===== config.mk =====
export PLATFORM = sky130hd
export DESIGN_NAME = number_to_text_formatter
export DESIGN_NICKNAME = d
export VERILOG_FILES = /design/src/hdl/ntf_pkg.sv /design/src/hdl/number_to_text_formatter.sv /design/src/hdl/ntf_datapath.sv /design/src/hdl/ntf_ctrl.sv
export SDC_FILE = /design/constraint.sdc
export NUM_CORES = 1
export LEC_CHECK = 0
export BUFFER_PORTS_ARGS = -buffer_cell sky130_fd_sc_hd__buf_2
export CAP_MARGIN = 20
export CORE_ASPECT_RATIO = 0.5
export CORE_UTILIZATION = 40
export DETAILED_ROUTE_END_ITERATION = 10
export GPL_ROUTABILITY_DRIVEN = 0
export PLACE_DENSITY = 0.56
export SYNTH_ARGS = -nofsm -noshare
export SYNTH_HDL_FRONTEND = slang
export SYNTH_SLANG_ARGS = --single-unit
export TNS_END_PERCENT = 1

===== constraint.sdc =====
create_clock -name clk -period 9.5 [get_ports clk]
set_clock_uncertainty 0.15 [all_clocks]
set_input_delay 0.475 -clock clk [delete_from_list [all_inputs] [get_ports clk]]
set_output_delay 0.475 -clock clk [all_outputs]
set_load 0.05 [all_outputs]

===== src/hdl/ntf_pkg.sv =====
// shared types and constants for the number to text formatter
package ntf_pkg;

  localparam int unsigned DIGITS   = 10;
  localparam int unsigned BIN_BITS = 32;

  localparam logic [1:0] KIND_UDEC = 2'd0;
  localparam logic [1:0] KIND_SDEC = 2'd1;
  localparam logic [1:0] KIND_HEX  = 2'd2;
  localparam logic [1:0] KIND_NONE = 2'd3;

  localparam logic [3:0] DEC_MAX = 4'd10;
  localparam logic [3:0] HEX_MAX = 4'd8;

  localparam logic [6:0] CHAR_ZERO  = 7'h30;
  localparam logic [6:0] CHAR_A     = 7'h41;
  localparam logic [6:0] CHAR_PLUS  = 7'h2B;
  localparam logic [6:0] CHAR_MINUS = 7'h2D;

  localparam logic [4:0] CHAR_WIDTH_RESET = 5'd8;
  localparam logic [4:0] CONV_LAST        = 5'd31;

  typedef enum logic [2:0] {
    ST_IDLE,
    ST_START,
    ST_CONV,
    ST_SIGN,
    ST_DIGIT
  } state_t;

  typedef struct packed {
    logic load;
    logic conv_step;
    logic emit_sign;
    logic emit_digit;
  } dp_cmd_t;

  typedef struct packed {
    logic [1:0] kind;
    logic       len_zero;
    logic       conv_done;
    logic       idx_zero;
    logic       slot_free;
  } dp_sts_t;

endpackage


===== src/hdl/number_to_text_formatter.sv =====
// top level of the number to text formatter: controller plus datapath
//
//   channel  direction  handshake            payload
//   in_      in         in_valid/in_stall    kind, value, digit_count, start_column, page
//   out_     out        out_valid/out_stall  character, column, row_page, last
//   cfg_     in         cfg_we               cfg_wdata (char_width)
//
// sequence: one transaction is taken, then a dispatch state; decimal modes run
//   a double dabble conversion (skipped for unsigned with a zero count); then
//   one character per cycle while the output register drains
// the single output register sets the character rate
// reset: rst_n synchronous active low, clears state and sets char_width to 8
// stalls: out_stall holds the output register and pauses emission; in_stall
//   is high from acceptance until the last character is in the output register
module number_to_text_formatter
  import ntf_pkg::*;
(
  input  logic        clk,
  input  logic        rst_n,
  input  logic        cfg_we,
  input  logic [4:0]  cfg_wdata,
  input  logic        in_valid,
  output logic        in_stall,
  input  logic [1:0]  in_kind,
  input  logic [31:0] in_value,
  input  logic [3:0]  in_digit_count,
  input  logic [7:0]  in_start_column,
  input  logic [2:0]  in_page,
  output logic        out_valid,
  input  logic        out_stall,
  output logic [6:0]  out_character,
  output logic [7:0]  out_column,
  output logic [2:0]  out_row_page,
  output logic        out_last
);

  // command and status between sequencer and datapath
  dp_cmd_t cmd;
  dp_sts_t sts;

  ntf_ctrl u_ctrl (
    .clk      (clk),
    .rst_n    (rst_n),
    .in_valid (in_valid),
    .in_stall (in_stall),
    .sts      (sts),
    .cmd      (cmd)
  );

  // conversion registers, column accumulator and output register
  ntf_datapath u_datapath (
    .clk             (clk),
    .rst_n           (rst_n),
    .cfg_we          (cfg_we),
    .cfg_wdata       (cfg_wdata),
    .in_kind         (in_kind),
    .in_value        (in_value),
    .in_digit_count  (in_digit_count),
    .in_start_column (in_start_column),
    .in_page         (in_page),
    .out_valid       (out_valid),
    .out_stall       (out_stall),
    .out_character   (out_character),
    .out_column      (out_column),
    .out_row_page    (out_row_page),
    .out_last        (out_last),
    .cmd             (cmd),
    .sts             (sts)
  );

`ifndef SYNTHESIS
  // a new transaction is only taken when nothing else is in flight
  a_accept_quiet: assert property (@(posedge clk) disable iff (!rst_n)
    (in_valid && !in_stall) |-> !(cmd.conv_step || cmd.emit_sign || cmd.emit_digit))
    else $error("transaction accepted while work in progress");

  // an emitted character shows up on the output next cycle
  a_emit_visible: assert property (@(posedge clk) disable iff (!rst_n)
    (cmd.emit_sign || cmd.emit_digit) |=> out_valid)
    else $error("emitted character not presented");

  // at most one datapath command per cycle
  a_cmd_onehot: assert property (@(posedge clk) disable iff (!rst_n)
    $onehot0({cmd.load, cmd.conv_step, cmd.emit_sign, cmd.emit_digit}))
    else $error("conflicting datapath commands");

  // emission never overwrites a stalled character
  a_no_overwrite: assert property (@(posedge clk) disable iff (!rst_n)
    (out_valid && out_stall) |-> !(cmd.emit_sign || cmd.emit_digit))
    else $error("output register overwritten under stall");
`endif

endmodule


===== src/hdl/ntf_datapath.sv =====
// datapath: item registers, double dabble converter, character output register
module ntf_datapath
  import ntf_pkg::*;
(
  input  logic        clk,
  input  logic        rst_n,
  input  logic        cfg_we,
  input  logic [4:0]  cfg_wdata,
  input  logic [1:0]  in_kind,
  input  logic [31:0] in_value,
  input  logic [3:0]  in_digit_count,
  input  logic [7:0]  in_start_column,
  input  logic [2:0]  in_page,
  output logic        out_valid,
  input  logic        out_stall,
  output logic [6:0]  out_character,
  output logic [7:0]  out_column,
  output logic [2:0]  out_row_page,
  output logic        out_last,
  input  dp_cmd_t     cmd,
  output dp_sts_t     sts
);

  logic [4:0]          char_width_r;
  logic [1:0]          kind_r;
  logic                neg_r;
  logic [3:0]          len_r;
  logic [3:0]          idx_r;
  logic [4:0]          cnt_r;
  logic [BIN_BITS-1:0] bin_r;
  logic [4*DIGITS-1:0] dig_r;
  logic [7:0]          col_r;
  logic [2:0]          page_r;

  logic                out_valid_r;
  logic                out_valid_nxt;
  logic [6:0]          out_character_r;
  logic [7:0]          out_column_r;
  logic [2:0]          out_row_page_r;
  logic                out_last_r;

  logic [3:0]          len_clamped;
  logic [31:0]         mag;
  logic [4*DIGITS-1:0] dig_adj;
  logic [3:0]          digs [DIGITS];
  logic [3:0]          digit;
  logic [3:0]          hex_off;
  logic [6:0]          digit_char;
  logic                emit;

  // digit count clamp per mode
  always_comb begin
    if (in_kind == KIND_HEX) begin
      len_clamped = (in_digit_count > HEX_MAX) ? HEX_MAX : in_digit_count;
    end else begin
      len_clamped = (in_digit_count > DEC_MAX) ? DEC_MAX : in_digit_count;
    end
  end

  assign mag = (in_kind == KIND_SDEC && in_value[31]) ? (32'd0 - in_value) : in_value;

  // add-3 correction on every bcd digit before the shift
  always_comb begin
    logic [3:0] nib;
    nib = 4'd0;
    for (int k = 0; k < DIGITS; k++) begin
      nib = dig_r[4*k +: 4];
      dig_adj[4*k +: 4] = (nib >= 4'd5) ? (nib + 4'd3) : nib;
    end
  end

  always_comb begin
    for (int k = 0; k < DIGITS; k++) begin
      digs[k] = dig_r[4*k +: 4];
    end
  end

  assign digit   = digs[idx_r];
  assign hex_off = digit - 4'd10;
  assign digit_char = (digit < 4'd10) ? (CHAR_ZERO + {3'b000, digit})
                                      : (CHAR_A + {3'b000, hex_off});

  assign emit = cmd.emit_sign | cmd.emit_digit;

  always_comb begin
    if (emit) begin
      out_valid_nxt = 1'b1;
    end else if (!out_stall) begin
      out_valid_nxt = 1'b0;
    end else begin
      out_valid_nxt = out_valid_r;
    end
  end

  always_ff @(posedge clk) begin
    if (!rst_n) begin
      char_width_r <= CHAR_WIDTH_RESET;
      out_valid_r  <= 1'b0;
    end else begin
      if (cfg_we) begin
        char_width_r <= cfg_wdata;
      end
      out_valid_r <= out_valid_nxt;
    end
  end

  always_ff @(posedge clk) begin
    if (cmd.load) begin
      kind_r <= in_kind;
      neg_r  <= in_value[31];
      len_r  <= len_clamped;
      idx_r  <= len_clamped - 4'd1;
      cnt_r  <= 5'd0;
      col_r  <= in_start_column;
      page_r <= in_page;
      if (in_kind == KIND_HEX) begin
        dig_r <= {8'h00, in_value};
        bin_r <= '0;
      end else begin
        dig_r <= '0;
        bin_r <= mag;
      end
    end else if (cmd.conv_step) begin
      {dig_r, bin_r} <= {dig_adj[4*DIGITS-2:0], bin_r, 1'b0};
      cnt_r <= cnt_r + 5'd1;
    end else if (emit) begin
      col_r <= col_r + {3'b000, char_width_r};
      if (cmd.emit_digit) begin
        idx_r <= idx_r - 4'd1;
      end
    end
  end

  always_ff @(posedge clk) begin
    if (emit) begin
      out_character_r <= cmd.emit_sign ? (neg_r ? CHAR_MINUS : CHAR_PLUS) : digit_char;
      out_column_r    <= col_r;
      out_row_page_r  <= page_r;
      out_last_r      <= cmd.emit_sign ? (len_r == 4'd0) : (idx_r == 4'd0);
    end
  end

  assign sts.kind      = kind_r;
  assign sts.len_zero  = (len_r == 4'd0);
  assign sts.conv_done = (cnt_r == CONV_LAST);
  assign sts.idx_zero  = (idx_r == 4'd0);
  assign sts.slot_free = !out_valid_r || !out_stall;

  assign out_valid     = out_valid_r;
  assign out_character = out_character_r;
  assign out_column    = out_column_r;
  assign out_row_page  = out_row_page_r;
  assign out_last      = out_last_r;

endmodule


===== src/hdl/ntf_ctrl.sv =====
// controller state machine sequencing load, conversion and character emission
module ntf_ctrl
  import ntf_pkg::*;
(
  input  logic    clk,
  input  logic    rst_n,
  input  logic    in_valid,
  output logic    in_stall,
  input  dp_sts_t sts,
  output dp_cmd_t cmd
);

  state_t state_r;
  state_t state_nxt;

  always_ff @(posedge clk) begin
    if (!rst_n) begin
      state_r <= ST_IDLE;
    end else begin
      state_r <= state_nxt;
    end
  end

  // next state
  always_comb begin
    state_nxt = state_r;
    case (state_r)
      ST_IDLE: begin
        if (in_valid) state_nxt = ST_START;
      end
      ST_START: begin
        case (sts.kind)
          KIND_HEX:  state_nxt = sts.len_zero ? ST_IDLE : ST_DIGIT;
          KIND_UDEC: state_nxt = sts.len_zero ? ST_IDLE : ST_CONV;
          KIND_SDEC: state_nxt = ST_CONV;
          default:   state_nxt = ST_IDLE;
        endcase
      end
      ST_CONV: begin
        if (sts.conv_done) begin
          state_nxt = (sts.kind == KIND_SDEC) ? ST_SIGN : ST_DIGIT;
        end
      end
      ST_SIGN: begin
        if (sts.slot_free) state_nxt = sts.len_zero ? ST_IDLE : ST_DIGIT;
      end
      ST_DIGIT: begin
        if (sts.slot_free && sts.idx_zero) state_nxt = ST_IDLE;
      end
      default: state_nxt = ST_IDLE;
    endcase
  end

  // outputs
  always_comb begin
    cmd      = '0;
    in_stall = 1'b1;
    case (state_r)
      ST_IDLE: begin
        in_stall = 1'b0;
        cmd.load = in_valid;
      end
      ST_START: ;
      ST_CONV:  cmd.conv_step  = 1'b1;
      ST_SIGN:  cmd.emit_sign  = sts.slot_free;
      ST_DIGIT: cmd.emit_digit = sts.slot_free;
      default:  ;
    endcase
  end

endmodule


==> results.cfg <==
[critical_path]
crit_fanout = 50
cp-endpoint = u_datapath.idx_r[3]$_DFFE_PP_
worstSetupPathType = flip-flop to flip-flop
cp.arrival_ps = 3720
crit_path_start = u_ctrl.state_r[0]$_SDFFE_PN0P_
r2r_cells = 7
cp-end-kind = flip-flop
critical_path_required_ps = 9480
r2r_end = u_datapath.idx_r[3]$_DFFE_PP_
crit_path_start_kind = flip-flop
r2r_setup_slack_ps = 5760
reg2reg_from = u_ctrl.state_r[0]$_SDFFE_PN0P_

[timing]
period_share = 0.394
worstMarginPinSlew_ps = 1020
fmax_ghz = 0.267
slew_headroom = 0.318
slew_violations = 0
period_needed_ps = 3740
fin_ws_ps = 5760
setup_violations = 0
final_hold_viol_count = 0
tns_ps = 0
rsz0062_at_grt = false
fin_hold_ws_ps = 107

[clock_tree]
cts_root_buf = clkbuf_16
clk_pin_slew_worst_paths_ps = 60
cts_hold_buffers = 0
cts.htree.levels = 4
clock-sinks = 127
post_cts_buffers = 0
cts_made_buffers = 17
cts_resized = 0
cts_tree = built
clk_path_buf_depth = 2
clk_latency_ps = 420

[floorplanning]
rows = 34
start_util = 0.416
die_width_um = 194
io_pins = 80
core_um2 = 17700
die_h_um = 98.0
die_area_um2 = 19000

[synth]
avgSynthCellArea_um2 = 10.2
synthMuxAreaShare = 0.0545
synth_edf_count = 113
synth-seq-cells = 127
syn_inst = 719
synth_top_area_cell = edfxtp_1
seq_area_frac_synth = 0.499
synth_top_family_by_area = simple AND/OR/NAND/NOR gates
syn_area_um2 = 7370
yosysWarnings = 0
synth.top_cell.area_share = 0.461
yosys-top-cells-count = edfxtp_1 (113), a21oi_1 (71), o21ai_0 (70), nand2_1 (59), nor2_1 (56)
synth_compound_area_frac = 0.138
synth_area_leaders = edfxtp_1 (46%), ha_1 (5.3%), a21oi_1 (4.8%)
synthXorXnorAreaFrac = 0.0702
synth_fa_ha_area_frac = 0.0554
synth_most_common_cell = edfxtp_1
syn_nets = 810
ys_async_sr_fraction = 0
ys_types = 56
synthSimpleGateAreaFrac = 0.144
synth_flop_cell = edfxtp_1

[cells_and_area]
final.fill_count = 1659
layout.nets = 878
antenna_cells = 0
drive_above_1_share = 0.163
areaGrowthSynthToFinish_pct = 16.2

[grt]
grt_pass1_wl_mm = 27.9
antenna_found_initial = 0
grt.met2_usage = 0.270
grt_max_degree = 73
grt_use_total = 0.187
grt_pass1_vias = 5312
grt_overflow_total = 0
met3_usage = 0.0366
busiest_layer = met1
gr-usage-met1 = 0.281

[pwr]
vdd_drop_max_uv = 119
power.density_nw_per_um2 = 240
p_leak_nw = 3.31

[detailed_routing]
first_pass_iters = 7
drt_wl_total_mm = 16.8
drc = 0
via_count = 5428
wl_per_cell_um = 16.2
drtIter0Drc = 339
final_antenna_net_count = 0
routed_via_density = 5.25

[place]
dp_slack_ps = 5720
dp_hpwl_mm = 11.7
io_buffers = 79

[outcome]
status = complete, no violations

[worst_hold_path]
hold_class = primary input to flip-flop

[job]
drv_cap = 0
flip-flops by register name (all words and copies together) (netlist names), 3 cells and up:
signal	count
u_datapath.bin_r	32
u_datapath.cnt_r	5
u_datapath.out_column	8
u_datapath.out_character	7
u_datapath.dig_r	40
u_datapath.col_r	8
u_datapath.out_row_page	3
u_datapath.idx_r	4
u_ctrl.state_r	3
u_datapath.page_r	3
u_datapath.len_r	4
u_datapath.char_width_r	5
stage by stage:
stage | instances | total power, mW | util | area [um2]
after floorplan | 719 | 1.27 | - | 7370
after global placement | 1001 | 1.40 | 0.450 | 7960
after detailed placement | 1001 | 1.42 | 0.450 | 7960
after CTS | 1033 | 2.06 | 0.482 | 8530
after global routing | 1034 | 2.18 | 0.484 | 8560
final | 1034 | 2.05 | 0.484 | 8560
kinds of logic after synthesis:
family,count (synthesis)
AND/OR/NAND/NOR,211
AO/OA/AOI/OAI,182
flip-flops,127
buffers and inverters,73
XOR/XNOR,59
multiplexers,35
adder cells (fa/ha/maj),32
critical path, cell delays in order, from the launching register on:
cell	delay [ps]
dfxtp_1	480
or4b_2	1110
inv_2	590
buf_4	530
a31oi_4	150
or3b_1	200
xor2_1	140
o21ai_1	70
routing by layer:
layer,share of wire,up-vias
met5,0,-
met4,0.0094,0
met3,0.043,13
met2,0.42,101
met1,0.53,2595
li1,-,2719
cell type report:
type / instances / area, um2 / share of cell area
flip-flops and latches: 127 / 3670 / 0.429
multi-input cells: 519 / 3420 / 0.399
clock buffers: 25 / 485 / 0.0567
repair buffers: 85 / 460 / 0.0538
well taps: 234 / 293 / 0.0342
inverters: 37 / 139 / 0.0162
clock inverters: 7 / 87.6 / 0.0102
report_power, final:
group          total, mW  internal [mW]  switching (mW)
combinational      0.555          0.228           0.327
sequential         0.854          0.768          0.0855
clock              0.641          0.406           0.236
cell usage in the layout (no fill, tap or decap), types with 30 or more instances in the layout:
master,n
buf_2,79
nor2_1,55
edfxtp_1,113
xnor2_1,34
mux2i_1,30
o21ai_0,69
ha_1,31
a21oi_1,71
nand2_1,59
inv_1,36
worst min path at each step:
stage	start	endpoint	slack [ps]	depth (start not counted)
after floorplan	u_datapath.page_r[0]$_DFFE_PN_	u_datapath.out_row_page[0]$_DFFE_PP_	250	0
after global placement	u_datapath.page_r[2]$_DFFE_PN_	u_datapath.out_row_page[2]$_DFFE_PP_	250	0
after detailed placement	u_datapath.page_r[1]$_DFFE_PN_	u_datapath.out_row_page[1]$_DFFE_PP_	260	0
after CTS	in_page[2]	u_datapath.page_r[2]$_DFFE_PN_	90	1
after global routing	in_page[1]	u_datapath.page_r[1]$_DFFE_PN_	90	1
final	in_page[0]	u_datapath.page_r[0]$_DFFE_PN_	110	1
Note: power is estimated with default switching activity, not from simulation.
